--- config.mk ---
export PLATFORM = sky130hd
export DESIGN_NAME = motor_pulse_brake_sequencer_top_flat
export DESIGN_NICKNAME = d
export VERILOG_FILES = /design/src/design/mpb_pkg.sv /design/src/design/mpb_if.sv /design/src/design/mpb_lane.sv /design/src/design/mpb_seq.sv /design/src/design/motor_pulse_brake_sequencer_top.sv /design/src/flat_wrapper.sv
export SDC_FILE = /design/constraint.sdc
export NUM_CORES = 2
export LEC_CHECK = 0
export ABC_AREA = 0
export BUFFER_PORTS_ARGS = -buffer_cell sky130_fd_sc_hd__buf_4
export CORE_AREA = 8 8 282 229
export DETAILED_ROUTE_END_ITERATION = 6
export DIE_AREA = 0 0 290 237
export GPL_TIMING_DRIVEN = 0
export PLACE_DENSITY = 0.69
export SLEW_MARGIN = 20
export SYNTH_ARGS = -nofsm -noshare
export SYNTH_HDL_FRONTEND = slang
export SYNTH_SLANG_ARGS = --single-unit
--- constraint.sdc ---
create_clock -name clk -period 7.51 [get_ports clk]
set_input_delay 1.1265 -clock clk [delete_from_list [all_inputs] [get_ports clk]]
set_output_delay 1.1265 -clock clk [all_outputs]
set_load 0.05 [all_outputs]
--- src/design/mpb_pkg.sv ---
// Shared constants, codes and types of the motor pulse brake sequencer.
`timescale 1ns / 1ps
`default_nettype none
package mpb_pkg;

	localparam int DUTY_BITS_DEF = 10;
	localparam int TIME_BITS_DEF = 16;

	localparam int SPEED_W   = 11;
	localparam int ON_W      = 16;
	localparam int MAXD_W    = 10;
	localparam int CAP_W     = 10;
	localparam int GAIN_W    = 9;
	localparam int LIM_W     = 16;
	localparam int CFG_W     = 16;
	localparam int CFG_IDX_W = 2;
	localparam int CMP_W     = 17;
	localparam int GAIN_FRAC = 8;
	localparam int PROD_W    = SPEED_W + GAIN_W + 1;
	localparam int BRAKE_DIV = 5;

	localparam logic [MAXD_W-1:0] MAX_DUTY_RST   = 10'd1023;
	localparam logic [CAP_W-1:0]  DRIVE_CAP_RST  = 10'd1023;
	localparam logic [GAIN_W-1:0] BRAKE_GAIN_RST = 9'd128;
	localparam logic [LIM_W-1:0]  BRAKE_LIM_RST  = 16'd20;
	localparam logic [PROD_W-1:0] ROUND_HALF     = PROD_W'(1 << (GAIN_FRAC - 1));

	typedef enum logic [CFG_IDX_W-1:0] {
		CFG_MAX_DUTY   = 2'd0,
		CFG_DRIVE_CAP  = 2'd1,
		CFG_BRAKE_GAIN = 2'd2,
		CFG_BRAKE_LIM  = 2'd3
	} cfg_idx_t;

	typedef enum logic [1:0] {
		PHC_IDLE  = 2'd0,
		PHC_DRIVE = 2'd1,
		PHC_BRAKE = 2'd2,
		PHC_LOCK  = 2'd3
	} phase_code_t;

	typedef enum logic [1:0] {
		ST_OK      = 2'd0,
		ST_REFUSED = 2'd1,
		ST_BUSY    = 2'd2
	} status_t;

	typedef enum logic [1:0] {
		DIR_COAST = 2'd0,
		DIR_FWD   = 2'd1,
		DIR_REV   = 2'd2
	} dir_t;

	typedef struct packed {
		phase_code_t phase;
		status_t     status;
		logic        zero;
	} res_info_t;

endpackage
`default_nettype wire

--- src/design/mpb_if.sv ---
// Command and result channel interfaces of the motor pulse brake sequencer.
`timescale 1ns / 1ps
`default_nettype none
interface mpb_cmd_if;
	import mpb_pkg::*;

	logic                      valid;
	logic                      ready;
	logic                      mode;
	logic signed [SPEED_W-1:0] speed_d;
	logic signed [SPEED_W-1:0] speed_a;
	logic signed [SPEED_W-1:0] speed_b;
	logic [ON_W-1:0]           on_time_ms;
	logic [ON_W-1:0]           off_time_ms;

	modport source (output valid, mode, speed_d, speed_a, speed_b, on_time_ms,
		off_time_ms, input ready);
	modport sink (input valid, mode, speed_d, speed_a, speed_b, on_time_ms,
		off_time_ms, output ready);
endinterface

interface mpb_res_if #(parameter int DUTY_BITS = mpb_pkg::DUTY_BITS_DEF);
	logic                 valid;
	logic                 ready;
	logic [1:0]           dir_d;
	logic [DUTY_BITS-1:0] duty_d;
	logic [1:0]           dir_a;
	logic [DUTY_BITS-1:0] duty_a;
	logic [1:0]           dir_b;
	logic [DUTY_BITS-1:0] duty_b;
	logic [1:0]           phase;
	logic [1:0]           status;

	modport source (output valid, dir_d, duty_d, dir_a, duty_a, dir_b, duty_b, phase,
		status, input ready);
	modport sink (input valid, dir_d, duty_d, dir_a, duty_a, dir_b, duty_b, phase,
		status, output ready);
endinterface
`default_nettype wire

--- src/design/mpb_lane.sv ---
// One wheel lane: drive and brake speed storage and the bridge output clamp.
`timescale 1ns / 1ps
`default_nettype none
module mpb_lane #(
	parameter int DUTY_BITS = mpb_pkg::DUTY_BITS_DEF
) (
	input  wire logic                               clk,
	input  wire logic                               arst_n,
	input  wire logic                               load,
	input  wire logic signed [mpb_pkg::SPEED_W-1:0] speed,
	input  wire logic [mpb_pkg::GAIN_W-1:0]         brake_gain,
	input  wire logic [mpb_pkg::CAP_W-1:0]          drive_cap,
	input  wire logic [mpb_pkg::MAXD_W-1:0]         max_duty,
	input  wire mpb_pkg::res_info_t                 info,
	output mpb_pkg::dir_t                           dir,
	output logic [DUTY_BITS-1:0]                    duty
);
	import mpb_pkg::*;

	localparam logic [CMP_W-1:0] DMAX = CMP_W'((1 << DUTY_BITS) - 1);
	localparam int RND_W = PROD_W - GAIN_FRAC;

	logic [SPEED_W-1:0] spd_u;
	logic [SPEED_W-1:0] mag_in;
	logic [SPEED_W-1:0] drive_q;
	logic [PROD_W-1:0]  prod_s1;
	logic               pos_s1;
	logic               load_s1;
	logic [CAP_W-1:0]   brk_mag_q;
	logic               brk_neg_q;
	logic [PROD_W-1:0]  rsum;
	logic [RND_W-1:0]   rnd;
	logic [CAP_W-1:0]   rmag;
	logic [SPEED_W-1:0] dmag;
	logic [SPEED_W-1:0] vmag;
	logic               vneg;
	logic [CMP_W-1:0]   lim;
	logic [CMP_W-1:0]   magc;

	assign spd_u  = speed;
	assign mag_in = spd_u[SPEED_W-1] ? (~spd_u + 1'b1) : spd_u;

	// rounded brake magnitude, clamped to the drive cap
	assign rsum = prod_s1 + ROUND_HALF;
	assign rnd  = rsum[PROD_W-1:GAIN_FRAC];
	assign rmag = (rnd > RND_W'(drive_cap)) ? drive_cap : rnd[CAP_W-1:0];

	always_ff @(posedge clk or negedge arst_n) begin
		if (!arst_n) begin
			load_s1   <= 1'b0;
			drive_q   <= '0;
			prod_s1   <= '0;
			pos_s1    <= 1'b0;
			brk_mag_q <= '0;
			brk_neg_q <= 1'b0;
		end else begin
			load_s1 <= load;
			if (load) begin
				drive_q <= spd_u;
				prod_s1 <= PROD_W'(mag_in) * PROD_W'(brake_gain);
				pos_s1  <= !spd_u[SPEED_W-1] && (spd_u != '0);
			end
			if (load_s1) begin
				brk_mag_q <= rmag;
				brk_neg_q <= pos_s1;
			end
		end
	end

	assign dmag = drive_q[SPEED_W-1] ? (~drive_q + 1'b1) : drive_q;

	always_comb begin
		vmag = '0;
		vneg = 1'b0;
		if (!info.zero) begin
			case (info.phase)
				PHC_DRIVE: begin
					vmag = dmag;
					vneg = drive_q[SPEED_W-1];
				end
				PHC_BRAKE: begin
					vmag = SPEED_W'(brk_mag_q);
					vneg = brk_neg_q;
				end
				default: begin
					vmag = '0;
					vneg = 1'b0;
				end
			endcase
		end
	end

	assign lim  = (CMP_W'(max_duty) > DMAX) ? DMAX : CMP_W'(max_duty);
	assign magc = (CMP_W'(vmag) > lim) ? lim : CMP_W'(vmag);
	assign duty = magc[DUTY_BITS-1:0];

	always_comb begin
		if (magc == '0) begin
			dir = DIR_COAST;
		end else if (vneg) begin
			dir = DIR_REV;
		end else begin
			dir = DIR_FWD;
		end
	end

endmodule
`default_nettype wire

--- src/design/mpb_seq.sv ---
// Phase sequencer: drive, brake and lockout counters and brake length derivation.
`timescale 1ns / 1ps
`default_nettype none
module mpb_seq #(
	parameter int TIME_BITS = mpb_pkg::TIME_BITS_DEF
) (
	input  wire logic                       clk,
	input  wire logic                       arst_n,
	input  wire logic                       fire,
	input  wire logic                       mode,
	input  wire logic [mpb_pkg::ON_W-1:0]   on_time_ms,
	input  wire logic [mpb_pkg::ON_W-1:0]   off_time_ms,
	input  wire logic [mpb_pkg::LIM_W-1:0]  brake_limit,
	output logic                            start_load,
	output mpb_pkg::res_info_t              info
);
	import mpb_pkg::*;

	localparam int LW = (TIME_BITS > LIM_W) ? TIME_BITS : LIM_W;
	localparam int QW = TIME_BITS - 2;
	localparam logic [LW-1:0] TMAX_L = LW'((64'd1 << TIME_BITS) - 64'd1);
	// reciprocal of the brake divisor, exact over the whole counter range
	localparam logic [TIME_BITS-1:0] DIV_M =
		TIME_BITS'(((64'd1 << (TIME_BITS + 2)) + 64'd4) / 64'(BRAKE_DIV));

	typedef enum logic [3:0] {
		S_IDLE  = 4'b0001,
		S_DRIVE = 4'b0010,
		S_BRAKE = 4'b0100,
		S_LOCK  = 4'b1000
	} phase_t;

	phase_t                 phase_q, phase_n;
	logic [TIME_BITS-1:0]   cnt_q, cnt_n;
	logic [TIME_BITS-1:0]   lock_q, lock_n;
	logic [TIME_BITS-1:0]   blen_q;
	logic [TIME_BITS-1:0]   on_s1;
	logic                   v_s1;
	logic [QW-1:0]          q_s2;
	logic                   v_s2;
	logic [TIME_BITS-1:0]   on_sat;
	logic [TIME_BITS-1:0]   on_one;
	logic [TIME_BITS-1:0]   off_sat;
	logic [2*TIME_BITS-1:0] div_prod;
	logic [LW-1:0]          q_min;
	logic [LW-1:0]          lim1;
	logic [LW-1:0]          bl_l;
	logic [TIME_BITS-1:0]   bl_calc;
	logic [TIME_BITS-1:0]   bl_now;
	logic [TIME_BITS-1:0]   cnt_dec;
	logic [TIME_BITS-1:0]   lock_dec;

	assign on_sat  = (LW'(on_time_ms) > TMAX_L) ? TMAX_L[TIME_BITS-1:0]
		: TIME_BITS'(LW'(on_time_ms));
	assign on_one  = (on_sat == '0) ? TIME_BITS'(1) : on_sat;
	assign off_sat = (LW'(off_time_ms) > TMAX_L) ? TMAX_L[TIME_BITS-1:0]
		: TIME_BITS'(LW'(off_time_ms));

	assign div_prod = (2*TIME_BITS)'(on_s1) * (2*TIME_BITS)'(DIV_M);

	// brake length: quotient, at least 1, at most the limit (a zero limit counts as 1)
	assign q_min   = (q_s2 == '0) ? LW'(1) : LW'(q_s2);
	assign lim1    = (brake_limit == '0) ? LW'(1) : LW'(brake_limit);
	assign bl_l    = (q_min > lim1) ? lim1 : q_min;
	assign bl_calc = bl_l[TIME_BITS-1:0];
	// a drive that ends right after its start had an on time of 1
	assign bl_now  = v_s1 ? TIME_BITS'(1) : (v_s2 ? bl_calc : blen_q);

	assign cnt_dec  = (cnt_q == '0) ? cnt_q : cnt_q - 1'b1;
	assign lock_dec = (lock_q == '0) ? lock_q : lock_q - 1'b1;

	always_comb begin
		phase_n     = phase_q;
		cnt_n       = cnt_q;
		lock_n      = lock_q;
		start_load  = 1'b0;
		info.status = ST_OK;
		info.zero   = 1'b0;
		if (fire) begin
			if (mode) begin
				case (phase_q)
					S_LOCK: begin
						info.status = ST_REFUSED;
						info.zero   = 1'b1;
					end
					S_DRIVE, S_BRAKE: begin
						info.status = ST_BUSY;
					end
					default: begin
						start_load = 1'b1;
						cnt_n      = on_one;
						lock_n     = off_sat;
						phase_n    = S_DRIVE;
					end
				endcase
			end else begin
				case (phase_q)
					S_DRIVE: begin
						if (cnt_dec == '0) begin
							phase_n = S_BRAKE;
							cnt_n   = (bl_now == '0) ? TIME_BITS'(1) : bl_now;
						end else begin
							cnt_n = cnt_dec;
						end
					end
					S_BRAKE: begin
						cnt_n = cnt_dec;
						if (cnt_dec == '0) begin
							phase_n = (lock_q != '0) ? S_LOCK : S_IDLE;
						end
					end
					S_LOCK: begin
						lock_n = lock_dec;
						if (lock_dec == '0) begin
							phase_n = S_IDLE;
						end
					end
					default: begin
						phase_n = S_IDLE;
					end
				endcase
			end
		end
		case (phase_n)
			S_DRIVE: info.phase = PHC_DRIVE;
			S_BRAKE: info.phase = PHC_BRAKE;
			S_LOCK:  info.phase = PHC_LOCK;
			default: info.phase = PHC_IDLE;
		endcase
	end

	always_ff @(posedge clk or negedge arst_n) begin
		if (!arst_n) begin
			phase_q <= S_IDLE;
			cnt_q   <= '0;
			lock_q  <= '0;
			blen_q  <= '0;
			v_s1    <= 1'b0;
			v_s2    <= 1'b0;
			on_s1   <= '0;
			q_s2    <= '0;
		end else begin
			phase_q <= phase_n;
			cnt_q   <= cnt_n;
			lock_q  <= lock_n;
			v_s1    <= start_load;
			v_s2    <= v_s1;
			if (start_load) begin
				on_s1 <= on_one;
			end
			if (v_s1) begin
				q_s2 <= div_prod[2*TIME_BITS-1:TIME_BITS+2];
			end
			if (v_s2) begin
				blen_q <= bl_calc;
			end
		end
	end

endmodule
`default_nettype wire

--- src/design/motor_pulse_brake_sequencer_top.sv ---
// Top level of the motor pulse brake sequencer: registers, lanes and result stage.
//
// Usage: each word on cmd is either a one millisecond tick (mode 0) or a start
// command (mode 1) carrying three wheel speeds, an on time and an off time.
// Every cmd word yields exactly one word on res: the bridge direction and duty
// of wheels D, A and B, the phase after the word, and a status code.
// Registers are written over the cfg port (cfg_we, cfg_index, cfg_data); the user
// must write them only while no word is in flight; the block does not enforce it.
// Result path: an accepted word is registered into the internal stage (iv_s1,
// info_s1) and then into the result stage (rv_s2 and the result registers).
// Throughput: one word per cycle while the result stage can advance; the
// phase counters update in the accept cycle, the three wheel lanes load their
// drive speeds there, and the brake scale multiply and the divide by five run
// in two-stage side pipes that complete before any later word can need them.
// Reset: phase idle, counters cleared, registers at their default values,
// no result pending.
// Stall: while res.ready is low the result word holds; one further word is
// taken into the internal stage, after which cmd.ready drops.
`timescale 1ns / 1ps
`default_nettype none
module motor_pulse_brake_sequencer_top #(
	parameter int DUTY_BITS = mpb_pkg::DUTY_BITS_DEF,
	parameter int TIME_BITS = mpb_pkg::TIME_BITS_DEF
) (
	input  wire logic                           clk,
	input  wire logic                           arst_n,
	mpb_cmd_if.sink                             cmd,
	mpb_res_if.source                           res,
	input  wire logic                           cfg_we,
	input  wire logic [mpb_pkg::CFG_IDX_W-1:0]  cfg_index,
	input  wire logic [mpb_pkg::CFG_W-1:0]      cfg_data
);
	import mpb_pkg::*;

	logic [MAXD_W-1:0]    max_duty_q;
	logic [CAP_W-1:0]     drive_cap_q;
	logic [GAIN_W-1:0]    brake_gain_q;
	logic [LIM_W-1:0]     brake_lim_q;

	logic                 fire;
	logic                 adv;
	logic                 start_load;
	res_info_t            info;
	res_info_t            info_s1;
	logic                 iv_s1;
	logic                 rv_s2;

	dir_t                 dir_d, dir_a, dir_b;
	logic [DUTY_BITS-1:0] duty_d, duty_a, duty_b;
	logic [1:0]           dir_d_s2, dir_a_s2, dir_b_s2;
	logic [DUTY_BITS-1:0] duty_d_s2, duty_a_s2, duty_b_s2;
	logic [1:0]           phase_s2;
	logic [1:0]           status_s2;

	always_ff @(posedge clk or negedge arst_n) begin
		if (!arst_n) begin
			max_duty_q   <= MAX_DUTY_RST;
			drive_cap_q  <= DRIVE_CAP_RST;
			brake_gain_q <= BRAKE_GAIN_RST;
			brake_lim_q  <= BRAKE_LIM_RST;
		end else if (cfg_we) begin
			case (cfg_idx_t'(cfg_index))
				CFG_MAX_DUTY:   max_duty_q   <= cfg_data[MAXD_W-1:0];
				CFG_DRIVE_CAP:  drive_cap_q  <= cfg_data[CAP_W-1:0];
				CFG_BRAKE_GAIN: brake_gain_q <= cfg_data[GAIN_W-1:0];
				CFG_BRAKE_LIM:  brake_lim_q  <= cfg_data[LIM_W-1:0];
				default:        max_duty_q   <= max_duty_q;
			endcase
		end
	end

	assign adv       = !rv_s2 || res.ready;
	assign cmd.ready = !iv_s1 || adv;
	assign fire      = cmd.valid && cmd.ready;

	mpb_seq #(.TIME_BITS(TIME_BITS)) u_seq (
		.clk         (clk),
		.arst_n      (arst_n),
		.fire        (fire),
		.mode        (cmd.mode),
		.on_time_ms  (cmd.on_time_ms),
		.off_time_ms (cmd.off_time_ms),
		.brake_limit (brake_lim_q),
		.start_load  (start_load),
		.info        (info)
	);

	mpb_lane #(.DUTY_BITS(DUTY_BITS)) u_lane_d (
		.clk        (clk),
		.arst_n     (arst_n),
		.load       (start_load),
		.speed      (cmd.speed_d),
		.brake_gain (brake_gain_q),
		.drive_cap  (drive_cap_q),
		.max_duty   (max_duty_q),
		.info       (info_s1),
		.dir        (dir_d),
		.duty       (duty_d)
	);

	mpb_lane #(.DUTY_BITS(DUTY_BITS)) u_lane_a (
		.clk        (clk),
		.arst_n     (arst_n),
		.load       (start_load),
		.speed      (cmd.speed_a),
		.brake_gain (brake_gain_q),
		.drive_cap  (drive_cap_q),
		.max_duty   (max_duty_q),
		.info       (info_s1),
		.dir        (dir_a),
		.duty       (duty_a)
	);

	mpb_lane #(.DUTY_BITS(DUTY_BITS)) u_lane_b (
		.clk        (clk),
		.arst_n     (arst_n),
		.load       (start_load),
		.speed      (cmd.speed_b),
		.brake_gain (brake_gain_q),
		.drive_cap  (drive_cap_q),
		.max_duty   (max_duty_q),
		.info       (info_s1),
		.dir        (dir_b),
		.duty       (duty_b)
	);

	always_ff @(posedge clk or negedge arst_n) begin
		if (!arst_n) begin
			iv_s1 <= 1'b0;
			rv_s2 <= 1'b0;
		end else begin
			if (fire) begin
				iv_s1 <= 1'b1;
			end else if (adv) begin
				iv_s1 <= 1'b0;
			end
			if (adv) begin
				rv_s2 <= iv_s1;
			end
		end
	end

	always_ff @(posedge clk) begin
		if (fire) begin
			info_s1 <= info;
		end
		if (adv && iv_s1) begin
			dir_d_s2  <= dir_d;
			duty_d_s2 <= duty_d;
			dir_a_s2  <= dir_a;
			duty_a_s2 <= duty_a;
			dir_b_s2  <= dir_b;
			duty_b_s2 <= duty_b;
			phase_s2  <= info_s1.phase;
			status_s2 <= info_s1.status;
		end
	end

	assign res.valid  = rv_s2;
	assign res.dir_d  = dir_d_s2;
	assign res.duty_d = duty_d_s2;
	assign res.dir_a  = dir_a_s2;
	assign res.duty_a = duty_a_s2;
	assign res.dir_b  = dir_b_s2;
	assign res.duty_b = duty_b_s2;
	assign res.phase  = phase_s2;
	assign res.status = status_s2;

endmodule
`default_nettype wire

--- src/flat_wrapper.sv ---
// flat-port wrapper written by rule: the top's interface ports become plain ports
module motor_pulse_brake_sequencer_top_flat import mpb_pkg::*;
#(
	parameter int DUTY_BITS = mpb_pkg::DUTY_BITS_DEF,
	parameter int TIME_BITS = mpb_pkg::TIME_BITS_DEF
)
  (clk, arst_n, cfg_we, cfg_index, cfg_data, cmd_valid, cmd_mode, cmd_speed_d, cmd_speed_a, cmd_speed_b, cmd_on_time_ms, cmd_off_time_ms, cmd_ready, res_valid, res_dir_d, res_duty_d, res_dir_a, res_duty_a, res_dir_b, res_duty_b, res_phase, res_status, res_ready);
  mpb_cmd_if cmd_i ();
  mpb_res_if #(.DUTY_BITS(DUTY_BITS)) res_i ();
  input  wire logic clk;
  input  wire logic arst_n;
  input  wire logic cfg_we;
  input  wire logic [mpb_pkg::CFG_IDX_W-1:0] cfg_index;
  input  wire logic [mpb_pkg::CFG_W-1:0] cfg_data;
  input wire logic [$bits(cmd_i.valid)-1:0] cmd_valid;
  input wire logic [$bits(cmd_i.mode)-1:0] cmd_mode;
  input wire logic [$bits(cmd_i.speed_d)-1:0] cmd_speed_d;
  input wire logic [$bits(cmd_i.speed_a)-1:0] cmd_speed_a;
  input wire logic [$bits(cmd_i.speed_b)-1:0] cmd_speed_b;
  input wire logic [$bits(cmd_i.on_time_ms)-1:0] cmd_on_time_ms;
  input wire logic [$bits(cmd_i.off_time_ms)-1:0] cmd_off_time_ms;
  output wire logic [$bits(cmd_i.ready)-1:0] cmd_ready;
  output wire logic [$bits(res_i.valid)-1:0] res_valid;
  output wire logic [$bits(res_i.dir_d)-1:0] res_dir_d;
  output wire logic [$bits(res_i.duty_d)-1:0] res_duty_d;
  output wire logic [$bits(res_i.dir_a)-1:0] res_dir_a;
  output wire logic [$bits(res_i.duty_a)-1:0] res_duty_a;
  output wire logic [$bits(res_i.dir_b)-1:0] res_dir_b;
  output wire logic [$bits(res_i.duty_b)-1:0] res_duty_b;
  output wire logic [$bits(res_i.phase)-1:0] res_phase;
  output wire logic [$bits(res_i.status)-1:0] res_status;
  input wire logic [$bits(res_i.ready)-1:0] res_ready;
  assign cmd_i.valid = cmd_valid;
  assign cmd_i.mode = cmd_mode;
  assign cmd_i.speed_d = cmd_speed_d;
  assign cmd_i.speed_a = cmd_speed_a;
  assign cmd_i.speed_b = cmd_speed_b;
  assign cmd_i.on_time_ms = cmd_on_time_ms;
  assign cmd_i.off_time_ms = cmd_off_time_ms;
  assign cmd_ready = cmd_i.ready;
  assign res_valid = res_i.valid;
  assign res_dir_d = res_i.dir_d;
  assign res_duty_d = res_i.duty_d;
  assign res_dir_a = res_i.dir_a;
  assign res_duty_a = res_i.duty_a;
  assign res_dir_b = res_i.dir_b;
  assign res_duty_b = res_i.duty_b;
  assign res_phase = res_i.phase;
  assign res_status = res_i.status;
  assign res_i.ready = res_ready;
  motor_pulse_brake_sequencer_top #(.DUTY_BITS(DUTY_BITS), .TIME_BITS(TIME_BITS)) u_core (.clk(clk), .arst_n(arst_n), .cmd(cmd_i), .res(res_i), .cfg_we(cfg_we), .cfg_index(cfg_index), .cfg_data(cfg_data));
endmodule
==> results.md <==
* Status: complete, no violations
* Via count at 23.5k
* Reg2Reg Setup Slack at 740 ps
* Boundary pin count at 131
* Final Hold Violating Endpoints at 0
* Critical path class: in2reg
* Avg WL per Cell at 19.4 µm
* H-tree Lvls at 1
* Final net count at 4083
* Startpoint class of the critical path: input pin
* Final worst slack at 289 ps
* Final min period at 7220 ps
* # clock sinks at 284
* Core ar. at 60300 µm²
* DPL Wire Length at 65.9 mm
* Via/cell ratio at 5.57
* CTS clk-pin slew, worst paths at 60 ps
* Synth unique cells at 83
* Crit-path cells: clkbuf_1 -> inv_1 -> ha_1 -> nand2_1 -> or3_1 -> nor3_1 -> and2_1 -> nand2_1 -> fa_1 -> inv_1 -> fa_1 -> fa_1 -> inv_1 -> fa_1 -> inv_1 -> ha_1 -> o21a_1 -> o21ai_0 -> a21oi_1 -> a31oi_1 -> o31ai_1 -> nor2_1 -> xnor2_1 -> o21ai_0
* Port bufs at 127
* Top post-synthesis cells by area: fa_1, dfrtp_1, ha_1, inv_1, nand2_1
* Top-count cell post-synth: inv_1
* Slew HR at 20.5%
* Root Buffer: clkbuf_16
* Global-route wire length before repair at 131 mm
* Seq/Total Area, Yosys at 24.8%
* Chip height at 237 µm
* Later-pin clock latency in the skew report at 580 ps
* Row count at 81
* Iter 0 DRT Violations at 1818
* Hold_buf cts at 0
* Worst path slowest cell: nor3_1
* Num CTS Buffers at 30
* Worst path top cell family by delay: adder cells
* Max Freq at 138 MHz
* Max-Cap Viols at 0
* Chip width at 290 µm
* Netlist Area Pre-Place at 29600 µm²
* Dominant synthesized flop cell: dfrtp_1
* Post-synth top area share at 18.2%
* DR DRC count at 0
* Clock buffer depth at 3
* Required time of the critical path at 7940 ps
* Seq cells post-synth at 284
* Yosys warns at 0
* Synth-to-layout area growth at 10.7%
* Worst Path Arrival at 7650 ps
* Post-route ant nets at 0
* Setup WS pre-CTS at -423 ps
* Total gr overflow at 0
* Syn_nets at 3917
* Die Footprint at 68700 µm²
* Final setup skew at 18.4 ps
* Final Slew Violations at 0
* Post-Syn Instances at 3233
* WHS at 379 ps
* Worst hold path type: reg2reg
* Worst-Margin Slew at 1190 ps
* Asr flop ratio synth at 84.2%
* Fillcell total at 5501
* Syn Area/Cell at 9.17 µm²
* Max FO, Critical Path at 10
* Largest net degree at the start of global routing at 97
* Crit. End Element: register
* DR pass1 iterations at 5
* GPL Wtd Cong at 0.934
* Unrepaired setup endpoints after global routing: no
* Layout cell share with drive strength beyond 1 at 10.2%
* Drt total wl at 81.9 mm
* Period utilization at 96.2%
* Buffers plus inverters on the worst setup path at 5
* CTS tree: yes
* Slowest Stage Delay on Critical Path at 840 ps
* Vias in the first global route at 22.8k
* Total track usage at 23.5%
* Cell taking the most area after synthesis: fa_1
* Most frequent cells after synthesis: inv_1, nand2_1, ha_1
* Initial antenna violation count at 3
* Final setup viols at 0
* Setup TNS at 0 ps
* Initial core utilization at 49.1%
* Number of synthesized flops with an enable pin at 45
[state kept, by name (all words and copies together), names as in the netlist, 4 cells and up]
signal and flops:
u_core.brake_lim_q 16, u_core.u_seq.blen_q 16, u_core.u_seq.cnt_q 16, u_core.u_seq.lock_q 16, u_core.u_seq.on_s1 16, u_core.u_seq.q_s2 14
u_core.u_lane_a.prod_s1 13, u_core.u_lane_b.prod_s1 13, u_core.u_lane_d.prod_s1 13, u_core.u_lane_a.drive_q 11, u_core.u_lane_b.drive_q 11, u_core.u_lane_d.drive_q 11
u_core.drive_cap_q 10, u_core.max_duty_q 10, u_core.res.duty_a 10, u_core.res.duty_b 10, u_core.res.duty_d 10, u_core.u_lane_a.brk_mag_q 10
u_core.u_lane_b.brk_mag_q 10, u_core.u_lane_d.brk_mag_q 10, u_core.brake_gain_q 9, u_core.info_s1 5, u_core.u_seq.phase_q 4
[metrics by stage]
stage | std cells | cell area [µm²] | util [%]
floorplan | 3233 | 29600 | -
global placement | 4148 | 31600 | 52.4
detailed placement | 4152 | 31700 | 52.5
CTS | 4208 | 32700 | 54.2
global route | 4212 | 32800 | 54.4
finish | 4213 | 32800 | 54.4
[worst reg2reg max path: cells and delay by family (launching register included)]
kind	cells	cell delay (ps)
flops	1	540
buf+inv	6	460
simple gates	1	70
compound gates	8	2320
fa+ha+maj	7	2950
xor+xnor	1	290
[layout make-up]
class                           count  area [µm²]  share of cell area, %
Clock inverter                     18         206                  0.630
Tap cell                          788         986                   3.01
Multi-Input combinational cell   2350       20100                   61.2
Antenna cell                        2        5.00                 0.0153
Buffer                            131         510                   1.56
Clock buffer                       38         831                   2.53
Inverter                          468        1760                   5.36
Sequential cell                   284        7360                   22.4
Timing Repair Buffer              134        1070                   3.25
[what timing repair did]
item                       CTS  global route
setup buffers                0             3
resized for setup            0             8
setup endpoints to repair    0             8
[layer usage]
metal  part of all wire, %  vias to the layer above  track usage [%]
met5                     0                        -                0
met4                   2.1                        0             5.03
met3                   7.5                      111             3.68
met2                    42                      784             34.8
met1                    48                    11464             35.9
li1                      -                    11109                -
[kinds of logic after synthesis]
kind of cell / share of synthesized area, %
simple gates: 16.8
fa+ha+maj: 32.0
flops: 24.8
buf+inv: 7.65
xor+xnor: 3.84
mux: 4.11
compound gates: 10.8
[path summary, 6_finish.rpt]
check	depth (start not counted)	to	from
min in group asynchronous	1	u_core.u_seq.cnt_q[2]	arst_n
worst max register to register	23	u_core.u_seq.q_s2[13]	u_core.u_seq.on_s1[14]
worst min-delay path	0	u_core.u_seq.v_s2	u_core.u_seq.v_s1
worst max-delay path	24	u_core.u_lane_d.prod_s1[19]	cmd_speed_d[0]
max in group asynchronous	2	u_core.brake_gain_q[7]	arst_n
worst min register to register	0	u_core.u_seq.v_s2	u_core.u_seq.v_s1
[placed cells by master, fill, tap and decap left out, types with 69 or more instances in the layout]
master    count
inv_1       466
xnor2_1      86
and2_1      153
clkbuf_1    123
o21ai_0     165
dfrtp_1     215
fa_1        270
nor2_1      137
buf_4       130
ha_1        325
mux2_2       86
a21oi_1      86
nand3_1      69
nand2_1     419
Power is not shown: default switching activity piles up to over one toggle a cycle in this logic, so the estimate is an artifact.
